$ cat config.mk
export PLATFORM = sky130hd
export DESIGN_NAME = cnc_move_sequencer_backlash
export DESIGN_NICKNAME = d
export VERILOG_FILES = /design/src/rtl/cms_pkg.sv /design/src/rtl/cms_fifo.sv /design/src/rtl/cms_front.sv /design/src/rtl/cms_back.sv /design/src/rtl/cnc_move_sequencer_backlash.sv
export VERILOG_INCLUDE_DIRS = /design/src /design/src/rtl
export SDC_FILE = /design/constraint.sdc
export NUM_CORES = 1
export LEC_CHECK = 0
export BUFFER_PORTS_ARGS = -buffer_cell sky130_fd_sc_hd__buf_4
export CAP_MARGIN = 5
export CORE_ASPECT_RATIO = 1.25
export CORE_MARGIN = 2
export CORE_UTILIZATION = 60
export DETAILED_ROUTE_END_ITERATION = 6
export PLACE_DENSITY_LB_ADDON = 0.08
export SLEW_MARGIN = 40
export SYNTH_ARGS = -nofsm -noshare
export SYNTH_HDL_FRONTEND = slang
export SYNTH_HIERARCHICAL = 1
export SYNTH_SLANG_ARGS = --single-unit
$ cat constraint.sdc
create_clock -name clk -period 10.1 [get_ports clk]
set_input_delay 2.02 -clock clk [delete_from_list [all_inputs] [get_ports clk]]
set_output_delay 2.02 -clock clk [all_outputs]
set_load 0.05 [all_outputs]
$ cat src/rtl/cnc_move_sequencer_backlash_assert.svh
// assertion macros for the cnc move sequencer
// used by the top level only, no other dependencies
`ifndef CNC_MOVE_SEQUENCER_BACKLASH_ASSERT_SVH
`define CNC_MOVE_SEQUENCER_BACKLASH_ASSERT_SVH

// same-cycle implication, off while reset is high
`define CMS_ASSERT_HOLDS(lbl, clk, rst, ante, cons, msg) \
  lbl: assert property (@(posedge clk) disable iff (rst) (ante) |-> (cons)) \
    else $error(msg);

// next-cycle implication, also checked across reset
`define CMS_ASSERT_NEXT(lbl, clk, ante, cons, msg) \
  lbl: assert property (@(posedge clk) (ante) |=> (cons)) \
    else $error(msg);

`endif

$ cat src/rtl/cms_pkg.sv
// shared types and constants for the cnc move sequencer
// no dependencies
`default_nettype none

package cms_pkg;

  localparam int COORD_BITS_DEF = 24;
  localparam int FEED_BITS_DEF  = 16;
  localparam int SLACK_BITS     = 16;
  localparam int OFF_BITS       = SLACK_BITS + 1;
  localparam int CFG_IDX_BITS   = 3;
  localparam int REQ_DEPTH      = 2;
  localparam int MOVE_DEPTH     = 2;

  localparam int FEED_CUT_RST  = 30;
  localparam int FEED_SKIP_RST = 500;

  // mode register bits
  localparam int MODE_TRAVEL_LINEAR = 0;
  localparam int MODE_NEGATE        = 1;

  localparam logic MOTION_RAPID  = 1'b0;
  localparam logic MOTION_LINEAR = 1'b1;

  typedef enum logic [1:0] {
    ACT_CUT    = 2'd0,
    ACT_TRAVEL = 2'd1,
    ACT_LIFT   = 2'd2
  } action_t;

  typedef enum logic [CFG_IDX_BITS-1:0] {
    CFG_Z_CUT        = 3'd0,
    CFG_Z_CLEAR      = 3'd1,
    CFG_Z_SKIP       = 3'd2,
    CFG_HALF_SLACK_X = 3'd3,
    CFG_HALF_SLACK_Y = 3'd4,
    CFG_FEED_CUT     = 3'd5,
    CFG_FEED_SKIP    = 3'd6,
    CFG_MODE_FLAGS   = 3'd7
  } cfg_reg_t;

  typedef enum logic {
    PH_MAIN = 1'b0,
    PH_Z2   = 1'b1
  } phase_t;

  typedef enum logic [2:0] {
    OP_NONE  = 3'd0,
    OP_Z1    = 3'd1,
    OP_Z2    = 3'd2,
    OP_CORR  = 3'd3,
    OP_FINAL = 3'd4
  } op_t;

endpackage

`default_nettype wire

$ cat src/rtl/cms_fifo.sv
// small register queue with registered storage, push/full and pop/empty
// no dependencies
`default_nettype none

module cms_fifo #(
  parameter int WIDTH = 8,
  parameter int DEPTH = 2
) (
  input  wire logic             clk,
  input  wire logic             rst,
  input  wire logic             push,
  input  wire logic [WIDTH-1:0] wr_data,
  output logic                  full,
  input  wire logic             pop,
  output logic [WIDTH-1:0]      rd_data,
  output logic                  empty
);

  localparam int IDX_W = (DEPTH > 1) ? $clog2(DEPTH) : 1;
  localparam int CNT_W = $clog2(DEPTH + 1);

  logic [WIDTH-1:0] mem [DEPTH];
  logic [IDX_W-1:0] wr_ptr, rd_ptr;
  logic [CNT_W-1:0] count;
  logic             do_push, do_pop;

  assign full    = (count == CNT_W'(DEPTH));
  assign empty   = (count == '0);
  assign do_push = push && !full;
  assign do_pop  = pop && !empty;
  assign rd_data = mem[rd_ptr];

  always_ff @(posedge clk) begin
    if (do_push) begin
      mem[wr_ptr] <= wr_data;
    end
  end

  always_ff @(posedge clk) begin
    if (rst) begin
      wr_ptr <= '0;
      rd_ptr <= '0;
      count  <= '0;
    end else begin
      if (do_push) begin
        wr_ptr <= (wr_ptr == IDX_W'(DEPTH - 1)) ? '0 : wr_ptr + 1'b1;
      end
      if (do_pop) begin
        rd_ptr <= (rd_ptr == IDX_W'(DEPTH - 1)) ? '0 : rd_ptr + 1'b1;
      end
      if (do_push && !do_pop) begin
        count <= count + 1'b1;
      end else if (do_pop && !do_push) begin
        count <= count - 1'b1;
      end
    end
  end

endmodule

`default_nettype wire

$ cat src/rtl/cms_front.sv
// front end: takes requests, drops unused action codes, queues the rest
// depends on cms_pkg and cms_fifo
`default_nettype none

module cms_front import cms_pkg::*; #(
  parameter int COORD_BITS = COORD_BITS_DEF
) (
  input  wire logic                         clk,
  input  wire logic                         rst,
  input  wire logic                         push,
  output logic                              full,
  input  wire logic [1:0]                   action,
  input  wire logic signed [COORD_BITS-1:0] x_coord,
  input  wire logic signed [COORD_BITS-1:0] y_coord,
  input  wire logic signed [COORD_BITS-1:0] z_height,
  output logic                              req_valid,
  input  wire logic                         req_pop,
  output action_t                           req_kind,
  output logic signed [COORD_BITS-1:0]      req_x,
  output logic signed [COORD_BITS-1:0]      req_y,
  output logic signed [COORD_BITS-1:0]      req_z
);

  localparam int REQ_W = 2 + 3 * COORD_BITS;

  logic             known;
  logic             q_push;
  logic             q_empty;
  logic [REQ_W-1:0] q_wr, q_rd;

  // unused action code: the item is taken and produces nothing
  always_comb begin
    unique case (action)
      ACT_CUT, ACT_TRAVEL, ACT_LIFT: known = 1'b1;
      default:                       known = 1'b0;
    endcase
  end

  assign q_push = push && known;
  assign q_wr   = {action, x_coord, y_coord, z_height};

  cms_fifo #(
    .WIDTH (REQ_W),
    .DEPTH (REQ_DEPTH)
  ) u_req_q (
    .clk     (clk),
    .rst     (rst),
    .push    (q_push),
    .wr_data (q_wr),
    .full    (full),
    .pop     (req_pop),
    .rd_data (q_rd),
    .empty   (q_empty)
  );

  assign req_valid = !q_empty;
  assign req_kind  = action_t'(q_rd[REQ_W-1 -: 2]);
  assign req_x     = q_rd[3*COORD_BITS-1 -: COORD_BITS];
  assign req_y     = q_rd[2*COORD_BITS-1 -: COORD_BITS];
  assign req_z     = q_rd[COORD_BITS-1:0];

endmodule

`default_nettype wire

$ cat src/rtl/cms_back.sv
// back end: expands one request into tool moves with backlash offsets
// depends on cms_pkg and cms_fifo
`default_nettype none

module cms_back import cms_pkg::*; #(
  parameter int COORD_BITS = COORD_BITS_DEF,
  parameter int FEED_BITS  = FEED_BITS_DEF
) (
  input  wire logic                         clk,
  input  wire logic                         rst,
  input  wire logic                         req_valid,
  output logic                              req_pop,
  input  wire action_t                      req_kind,
  input  wire logic signed [COORD_BITS-1:0] req_x,
  input  wire logic signed [COORD_BITS-1:0] req_y,
  input  wire logic signed [COORD_BITS-1:0] req_z,
  input  wire logic signed [COORD_BITS-1:0] z_cut,
  input  wire logic signed [COORD_BITS-1:0] z_clear,
  input  wire logic signed [COORD_BITS-1:0] z_skip,
  input  wire logic [SLACK_BITS-1:0]        half_slack_x,
  input  wire logic [SLACK_BITS-1:0]        half_slack_y,
  input  wire logic [FEED_BITS-1:0]         feed_cut,
  input  wire logic [FEED_BITS-1:0]         feed_skip,
  input  wire logic [1:0]                   mode_flags,
  output logic                              empty,
  input  wire logic                         pop,
  output logic                              motion_code,
  output logic                              has_x,
  output logic signed [COORD_BITS:0]        x_pos,
  output logic                              has_y,
  output logic signed [COORD_BITS:0]        y_pos,
  output logic                              has_z,
  output logic signed [COORD_BITS-1:0]      z_pos,
  output logic                              has_feed,
  output logic [FEED_BITS-1:0]              feed_rate,
  output logic                              last
);

  localparam int SUM_W  = (COORD_BITS + 1 > OFF_BITS) ? COORD_BITS + 1 : OFF_BITS;
  localparam int MOVE_W = 6 + 2 * (COORD_BITS + 1) + COORD_BITS + FEED_BITS;

  // current request
  logic                         cur_valid;
  action_t                      cur_kind;
  logic signed [COORD_BITS-1:0] cur_x, cur_y, cur_z;
  phase_t                       ph, ph_next;

  // machine state
  logic signed [COORD_BITS-1:0] last_x, last_y;
  logic signed [OFF_BITS-1:0]   applied_x, applied_y, pending_x, pending_y;
  logic                         tool_up;
  logic [FEED_BITS-1:0]         last_feed;

  logic                         is_cut, is_travel, is_lift;
  logic                         same, toggle, diag, tc;
  logic signed [OFF_BITS-1:0]   hx, hy, px_new, py_new;
  op_t                          op;
  logic                         fire, step_done;
  logic                         out_full;
  logic [MOVE_W-1:0]            out_wr, out_rd;

  // move being built
  logic                         mv_code, mv_has_x, mv_has_y, mv_has_z, mv_last;
  logic signed [COORD_BITS-1:0] tx, ty, mv_z;
  logic [FEED_BITS-1:0]         mv_feed;
  logic signed [SUM_W-1:0]      sum_x, sum_y, val_x, val_y;
  logic signed [COORD_BITS:0]   mv_x, mv_y;

  assign is_cut    = (cur_kind == ACT_CUT);
  assign is_travel = (cur_kind == ACT_TRAVEL);
  assign is_lift   = (cur_kind == ACT_LIFT);
  assign tc        = mode_flags[MODE_TRAVEL_LINEAR];
  assign same      = (cur_x == last_x) && (cur_y == last_y);

  assign hx = {1'b0, half_slack_x};
  assign hy = {1'b0, half_slack_y};

  // offset follows direction; unchanged when the axis does not move
  always_comb begin
    if (cur_x < last_x) begin
      px_new = -hx;
    end else if (cur_x > last_x) begin
      px_new = hx;
    end else begin
      px_new = pending_x;
    end
    if (cur_y < last_y) begin
      py_new = -hy;
    end else if (cur_y > last_y) begin
      py_new = hy;
    end else begin
      py_new = pending_y;
    end
  end

  // tool has to change height before anything else
  always_comb begin
    priority if (is_cut) begin
      toggle = tool_up && !same;
    end else if (is_travel) begin
      toggle = !tool_up && !same;
    end else begin
      toggle = !tool_up;
    end
  end

  assign diag = is_cut && !same && (cur_x != last_x) && (cur_y != last_y) &&
                ((applied_x != px_new) || (applied_y != py_new));

  // which move this cycle offers
  always_comb begin
    priority if (!cur_valid) begin
      op = OP_NONE;
    end else if (ph == PH_Z2) begin
      op = OP_Z2;
    end else if (toggle) begin
      op = OP_Z1;
    end else if (diag) begin
      op = OP_CORR;
    end else if ((is_cut || is_travel) && !same) begin
      op = OP_FINAL;
    end else begin
      op = OP_NONE;
    end
  end

  assign fire      = (op != OP_NONE) && !out_full;
  assign step_done = cur_valid &&
                     ((op == OP_NONE) ||
                      (fire && ((op == OP_FINAL) || ((op == OP_Z2) && is_lift))));
  assign req_pop   = req_valid && (!cur_valid || step_done);

  always_comb begin
    ph_next = ph;
    unique case (ph)
      PH_MAIN: if (fire && (op == OP_Z1)) ph_next = PH_Z2;
      PH_Z2:   if (fire) ph_next = PH_MAIN;
    endcase
  end

  always_comb begin
    mv_code  = MOTION_LINEAR;
    mv_has_x = 1'b0;
    mv_has_y = 1'b0;
    mv_has_z = 1'b0;
    mv_z     = '0;
    mv_feed  = feed_skip;
    mv_last  = 1'b0;
    tx       = last_x;
    ty       = last_y;
    unique case (op)
      OP_Z1: begin
        mv_code  = is_cut ? tc : MOTION_LINEAR;
        mv_has_z = 1'b1;
        mv_z     = z_clear;
      end
      OP_Z2: begin
        mv_has_z = 1'b1;
        mv_last  = is_lift;
        if (is_cut) begin
          mv_code = MOTION_LINEAR;
          mv_z    = z_cut;
          mv_feed = feed_cut;
        end else begin
          mv_code = tc;
          mv_z    = is_lift ? cur_z : z_skip;
        end
      end
      OP_CORR: begin
        mv_has_x = (applied_x != px_new);
        mv_has_y = (applied_y != py_new);
        mv_feed  = feed_cut;
      end
      OP_FINAL: begin
        tx       = cur_x;
        ty       = cur_y;
        mv_code  = is_cut ? MOTION_LINEAR : tc;
        mv_has_x = (cur_x != last_x) || (applied_x != px_new);
        mv_has_y = (cur_y != last_y) || (applied_y != py_new);
        mv_feed  = is_cut ? feed_cut : feed_skip;
        mv_last  = 1'b1;
      end
      OP_NONE: begin
      end
      default: begin
      end
    endcase
  end

  assign sum_x = SUM_W'(tx) + SUM_W'(px_new);
  assign sum_y = SUM_W'(ty) + SUM_W'(py_new);
  assign val_x = mode_flags[MODE_NEGATE] ? -sum_x : sum_x;
  assign val_y = mode_flags[MODE_NEGATE] ? -sum_y : sum_y;
  assign mv_x  = mv_has_x ? val_x[COORD_BITS:0] : '0;
  assign mv_y  = mv_has_y ? val_y[COORD_BITS:0] : '0;

  assign out_wr = {mv_code, mv_has_x, mv_x, mv_has_y, mv_y, mv_has_z, mv_z,
                   (mv_feed != last_feed), mv_feed, mv_last};

  always_ff @(posedge clk) begin
    if (req_pop) begin
      cur_kind <= req_kind;
      cur_x    <= req_x;
      cur_y    <= req_y;
      cur_z    <= req_z;
    end
  end

  always_ff @(posedge clk) begin
    if (rst) begin
      cur_valid <= 1'b0;
      ph        <= PH_MAIN;
      last_x    <= '0;
      last_y    <= '0;
      applied_x <= '0;
      applied_y <= '0;
      pending_x <= '0;
      pending_y <= '0;
      tool_up   <= 1'b0;
      last_feed <= '0;
    end else begin
      if (req_pop) begin
        cur_valid <= 1'b1;
      end else if (step_done) begin
        cur_valid <= 1'b0;
      end
      ph <= ph_next;
      if (fire) begin
        last_feed <= mv_feed;
      end
      if (fire && (op == OP_Z2)) begin
        tool_up <= !is_cut;
      end
      if (fire && ((op == OP_CORR) || (op == OP_FINAL))) begin
        last_x    <= tx;
        last_y    <= ty;
        applied_x <= px_new;
        applied_y <= py_new;
        pending_x <= px_new;
        pending_y <= py_new;
      end
    end
  end

  cms_fifo #(
    .WIDTH (MOVE_W),
    .DEPTH (MOVE_DEPTH)
  ) u_move_q (
    .clk     (clk),
    .rst     (rst),
    .push    (fire),
    .wr_data (out_wr),
    .full    (out_full),
    .pop     (pop),
    .rd_data (out_rd),
    .empty   (empty)
  );

  assign {motion_code, has_x, x_pos, has_y, y_pos, has_z, z_pos,
          has_feed, feed_rate, last} = out_rd;

endmodule

`default_nettype wire

$ cat src/rtl/cnc_move_sequencer_backlash.sv
// cnc move sequencer with backlash compensation, top level: config registers,
// front request queue and back move generator (cms_pkg, cms_front, cms_back)
// path: request queue, then the back end's current-request registers, then the move queue
// throughput: one move per cycle out of the back end's step sequencer while the move
// queue has room, up to four moves per request, the next request loaded with the last move
// reset (rst, synchronous): queues emptied, position/offsets/tool/feed cleared
`default_nettype none

`include "cnc_move_sequencer_backlash_assert.svh"

module cnc_move_sequencer_backlash import cms_pkg::*; #(
  parameter int COORD_BITS = COORD_BITS_DEF,
  parameter int FEED_BITS  = FEED_BITS_DEF,
  // config data carries the widest register
  parameter int CFG_DATA_W = (COORD_BITS > FEED_BITS) ?
                             ((COORD_BITS > SLACK_BITS) ? COORD_BITS : SLACK_BITS) :
                             ((FEED_BITS > SLACK_BITS) ? FEED_BITS : SLACK_BITS)
) (
  input  wire logic                         clk,
  input  wire logic                         rst,
  // request side
  input  wire logic                         push,
  output logic                              full,
  input  wire logic [1:0]                   action,
  input  wire logic signed [COORD_BITS-1:0] x_coord,
  input  wire logic signed [COORD_BITS-1:0] y_coord,
  input  wire logic signed [COORD_BITS-1:0] z_height,
  // move side
  output logic                              empty,
  input  wire logic                         pop,
  output logic                              motion_code,
  output logic                              has_x,
  output logic signed [COORD_BITS:0]        x_pos,
  output logic                              has_y,
  output logic signed [COORD_BITS:0]        y_pos,
  output logic                              has_z,
  output logic signed [COORD_BITS-1:0]      z_pos,
  output logic                              has_feed,
  output logic [FEED_BITS-1:0]              feed_rate,
  output logic                              last,
  // configuration writes
  input  wire logic                         cfg_valid,
  output logic                              cfg_ready,
  input  wire logic [CFG_IDX_BITS-1:0]      cfg_index,
  input  wire logic [CFG_DATA_W-1:0]        cfg_data
);

  // configuration registers
  logic signed [COORD_BITS-1:0] z_cut, z_clear, z_skip;
  logic [SLACK_BITS-1:0]        half_slack_x, half_slack_y;
  logic [FEED_BITS-1:0]         feed_cut, feed_skip;
  logic [1:0]                   mode_flags;

  // front to back request handshake
  logic                         req_valid, req_pop;
  action_t                      req_kind;
  logic signed [COORD_BITS-1:0] req_x, req_y, req_z;

  // writes are to be issued only while idle; the block does not enforce it and is always ready
  assign cfg_ready = 1'b1;

  always_ff @(posedge clk) begin
    if (rst) begin
      z_cut        <= '0;
      z_clear      <= '0;
      z_skip       <= '0;
      half_slack_x <= '0;
      half_slack_y <= '0;
      feed_cut     <= FEED_BITS'(FEED_CUT_RST);
      feed_skip    <= FEED_BITS'(FEED_SKIP_RST);
      mode_flags   <= '0;
    end else if (cfg_valid && cfg_ready) begin
      unique case (cfg_reg_t'(cfg_index))
        CFG_Z_CUT:        z_cut        <= cfg_data[COORD_BITS-1:0];
        CFG_Z_CLEAR:      z_clear      <= cfg_data[COORD_BITS-1:0];
        CFG_Z_SKIP:       z_skip       <= cfg_data[COORD_BITS-1:0];
        CFG_HALF_SLACK_X: half_slack_x <= cfg_data[SLACK_BITS-1:0];
        CFG_HALF_SLACK_Y: half_slack_y <= cfg_data[SLACK_BITS-1:0];
        CFG_FEED_CUT:     feed_cut     <= cfg_data[FEED_BITS-1:0];
        CFG_FEED_SKIP:    feed_skip    <= cfg_data[FEED_BITS-1:0];
        CFG_MODE_FLAGS:   mode_flags   <= cfg_data[1:0];
      endcase
    end
  end

  // front: filters unused actions and buffers requests
  cms_front #(
    .COORD_BITS (COORD_BITS)
  ) u_front (
    .clk       (clk),
    .rst       (rst),
    .push      (push),
    .full      (full),
    .action    (action),
    .x_coord   (x_coord),
    .y_coord   (y_coord),
    .z_height  (z_height),
    .req_valid (req_valid),
    .req_pop   (req_pop),
    .req_kind  (req_kind),
    .req_x     (req_x),
    .req_y     (req_y),
    .req_z     (req_z)
  );

  // back: tool raise/lower, backlash correction and the move itself,
  // one move per cycle, while it has room, into a small output queue
  cms_back #(
    .COORD_BITS (COORD_BITS),
    .FEED_BITS  (FEED_BITS)
  ) u_back (
    .clk          (clk),
    .rst          (rst),
    .req_valid    (req_valid),
    .req_pop      (req_pop),
    .req_kind     (req_kind),
    .req_x        (req_x),
    .req_y        (req_y),
    .req_z        (req_z),
    .z_cut        (z_cut),
    .z_clear      (z_clear),
    .z_skip       (z_skip),
    .half_slack_x (half_slack_x),
    .half_slack_y (half_slack_y),
    .feed_cut     (feed_cut),
    .feed_skip    (feed_skip),
    .mode_flags   (mode_flags),
    .empty        (empty),
    .pop          (pop),
    .motion_code  (motion_code),
    .has_x        (has_x),
    .x_pos        (x_pos),
    .has_y        (has_y),
    .y_pos        (y_pos),
    .has_z        (has_z),
    .z_pos        (z_pos),
    .has_feed     (has_feed),
    .feed_rate    (feed_rate),
    .last         (last)
  );

  // absent words read as zero
  `CMS_ASSERT_HOLDS(a_absent_zero, clk, rst, !empty, (has_x || x_pos == '0) && (has_y || y_pos == '0) && (has_z || z_pos == '0), "absent word not zero")
  // a height move never carries an xy word
  `CMS_ASSERT_HOLDS(a_z_alone, clk, rst, !empty && has_z, !has_x && !has_y, "z move with xy word")
  // the move queue comes out of reset empty and the request queue not full
  `CMS_ASSERT_NEXT(a_reset_empty, clk, rst, empty && !full, "queues not empty after reset")

endmodule

`default_nettype wire

==> metrics.csv <==
stage,metric,value,unit
clock_network,cts.path.max_buffers,3,
min_path,whs_path_depth,2,
yosys,synthTopCellsByCount,"edfxtp_1 (414), nor2_1 (256), dfxtp_1 (249)",
clock_network,clock_latency,0.61,ns
pwr,netSwitchingFraction,0.4009,
critical_path,arrival,9.38,ns
yosys,synth_nets,3317,
critical_path,r2r_cells,25,
critical_path,rrSetupSlack,1.05,ns
timing,hold_viol_final,0,
routing,viasPerCell,6.008,
status,status,finished clean,
cells_and_area,final_core_util,0.6856,
global_route,grt-ovfl-total,0,
yosys,synth_area_per_cell,11.02,µm²
job,maxCapViolCount,0,
routing,drt_iter0_drc,2351,
clock_network,cts.repair.resized,0,
timing,maxSlewViolCount,0,
routing,detail_route.first_pass.iterations,6,
critical_path,r2r_end,u_back/u_move_q/mem[0][67],
cells_and_area,drive_above_1_share,0.1789,
clock_network,clockRootBuffer,clkbuf_16,
timing,fmax,110.5,MHz
min_path,hold_class,flip-flop to flip-flop,
floorplan,die_width,217.7,µm
clock_network,cts_tree,built,
yosys,synth_most_common_cell,edfxtp_1,
pwr,ir_drop,0.2789,mV
critical_path,r2r_start,u_back/cur_y[23],
placed_design,dp.cells,3929,
placed_design,dp_hpwl,65910,µm
timing,tns,0,ns
placed_design,port_buffers,203,
critical_path,path_max_fanout,17,
yosys,yosysTopAreaCellShare,0.3629,
pwr,p_int,6.578,mW
routing,antenna_left,0,
pwr,switchingPower,4.402,mW
timing,finClkSkew,0.02572,ns
cells_and_area,fin_nets,3466,
yosys,synth_cells,3107,
floorplan,die_height,271.1,µm
yosys,syn_area,34250,µm²
routing,drc,0,
cells_and_area,instances_no_fill,4053,
floorplan,fp-row-count,97,
routing,drt-total-wl,91390,µm
clock_network,clkTransAtPathRegs,0.07,ns
floorplan,io_pins,205,
global_route,antenna_found_initial,2,
timing,worst_pin_slew,0.9112,ns
critical_path,criticalPathCategory,flip-flop to flip-flop,
global_route,grt_usage,0.3063,
clock_network,cts_num_sinks,663,
yosys,synth_edf_count,414,
routing,wire_per_inst,22.55,µm
timing,setup_viol,0,
pwr,leakagePower,14.81,nW
global_route,grt_max_degree,120,
pwr,p_per_area,285.0,nW/µm²
yosys,async_flop_share,0,
floorplan,start_util,0.6096,
clock_network,cts_setup_buffers,0,
min_path,hp-start,z_clear[18],
critical_path,required,10.43,ns
timing,period_needed,9.052,ns
floorplan,core,56190,µm²
clock_network,cts.htree.levels,3,
global_route,grt_pass1_wl,139200,µm
cells_and_area,syn_to_final_growth,12.47,%
yosys,synth.distinct_cells,106,
timing,max-slew-margin-rel,0.3829,
yosys,netlist_top_cells_area,"edfxtp_1 (36%), dfxtp_1 (15%), mux2i_1 (6.2%)",
pwr,clockPowerShare,0.226,
timing,finalCritPeriodShare,0.8962,
critical_path,cp-end-kind,flip-flop,
pwr,p_comb_frac,0.421,
timing,rsz0062_at_grt,no,
critical_path,worstSetupStartpointType,flip-flop,
routing,num_vias,24352,
yosys,yosysTopAreaCell,edfxtp_1,
yosys,synth_seq_area_share,0.5085,
placed_design,gp_congestion,0.9391,
yosys,ys_warn_count,6,
global_route,grt_pass1_vias,24167,
pwr,sequentialPowerShare,0.353,
min_path,hold_end,z_clear[18],
yosys,synth-seq-cells,663,
clock_network,numCtsBuffers,66,
yosys,synth_flop_cell,edfxtp_1,
clock_network,ctsHoldBuffers,0,
floorplan,die_area,59030,µm²
-- power by group through the flow --
stage	Combinational [mW]	Clock, mW	Sequential [mW]
finish	4.62	2.48	3.88
global route	4.92	2.62	3.92
CTS	4.57	2.51	3.87
detailed placement	4.54	0	3.92
global placement	4.46	0	3.90
floorplan	3.31	0	3.76
-- cell usage in the layout, fill, tap and decap left out, drive strengths merged, types with 15 or more instances in the layout --
master and n:
nand2b 241, inv 143, a211oi 34, a31oi 20, clkinv 20, dfxtp 249, nor4 22, edfxtp 414
o31ai 15, a21oi 178, xnor2 64, o21ai 124, nand2 192, o21a 16, nand3 40, clkbuf 90
or3 25, nor3 48, xor2 72, nor2b 27, mux2 218, a21o 15, buf 243, nor2 256
mux2i 213, nand4 28, ha 102
-- worst max-delay path, cell delays in order (launching register included) --
cell and delay, ns:
edfxtp_1 0.39, ha_1 0.71, nand3_1 0.22, nor4_1 0.66, and2_1 0.60, a2111oi_0 0.13
a2111oi_0 0.49, nand4_1 0.17, nor2_1 0.30, a21oi_2 0.20, nor2_4 0.46, buf_4 0.28
mux2_2 0.37, ha_1 0.21, or3_1 0.40, or3_4 0.36, o31ai_4 0.33, o21ai_2 0.12
o41a_1 0.34, o32ai_2 0.35, nand3_1 0.19, or4_4 0.52, or3_4 0.41, o41ai_4 0.35
xnor2_1 0.15, nor2_1 0.06
-- sequential cells by signal, indices dropped and copies added, names as in the netlist, 17 cells and up, named ones only --
| signal | flops |
|---|---|
| u_back/u_move_q/mem | 192 |
| u_front/u_req_q/mem | 148 |
| u_back/cur_x | 24 |
| u_back/cur_y | 24 |
| u_back/cur_z | 24 |
| u_back/last_x | 24 |
| u_back/last_y | 24 |
| z_clear | 24 |
| z_cut | 24 |
| z_skip | 24 |
| u_back/pending_x | 17 |
| u_back/pending_y | 17 |
-- final cells by class --
cell class	instances	area, µm²
inverter	140	530.5
timing repair buffer	243	1879
antenna	1	2.502
fill	4113	17670
clock inverter	32	341.6
multi-input combinational	2142	15570
sequential	663	17420
clock buffer	90	1844
tap	742	928.4
-- cell families after synthesis --
logic type,after synthesis,synth area share
AND/OR/NAND/NOR,944,0.1412
AO/OA/AOI/OAI,521,0.09760
XOR/XNOR,137,0.03547
other,1,0.0001095
flip-flops,663,0.5085
adder cells (fa/ha/maj),108,0.03960
buffers and inverters,302,0.03930
multiplexers,431,0.1383
-- routing by layer --
layer  share of wire  global-route usage
met5               0                   0
met4           0.035              0.1103
met3           0.062             0.04471
met2            0.48              0.5081
met1            0.42              0.4100
-- worst max-delay path by stage --
stage	from	endpoint	slack, ns	cells after the start
after detailed placement	u_back/cur_y[23]	u_back/u_move_q/mem[0][93]	0.96	25
after CTS	u_back/cur_y[23]	u_back/u_move_q/mem[1][93]	0.90	25
after global routing	u_back/last_y[23]	u_back/u_move_q/mem[1][67]	0.45	29
after global placement	u_back/cur_y[23]	u_back/u_move_q/mem[0][93]	0.99	25
final	u_back/cur_y[23]	u_back/u_move_q/mem[0][67]	1.05	25
after floorplan	u_back/cur_x[23]	u_back/u_move_q/mem[0][67]	2.78	26
-- per-stage QoR --
step / area [µm²] / power (mW) / hold slack [ns] / setup WS [ns]
floorplan: 34250 / 7.067 / 0.4480 / 2.777
global placement: 36200 / 8.364 / 0.4579 / 0.9926
detailed placement: 36290 / 8.464 / 0.4660 / 0.9559
CTS: 38470 / 10.96 / 0.4751 / 0.8991
global route: 38520 / 11.46 / 0.4915 / 0.4471
finish: 38520 / 10.98 / 0.4749 / 1.048
No activity file was read; power rests on OpenSTA's default activity.
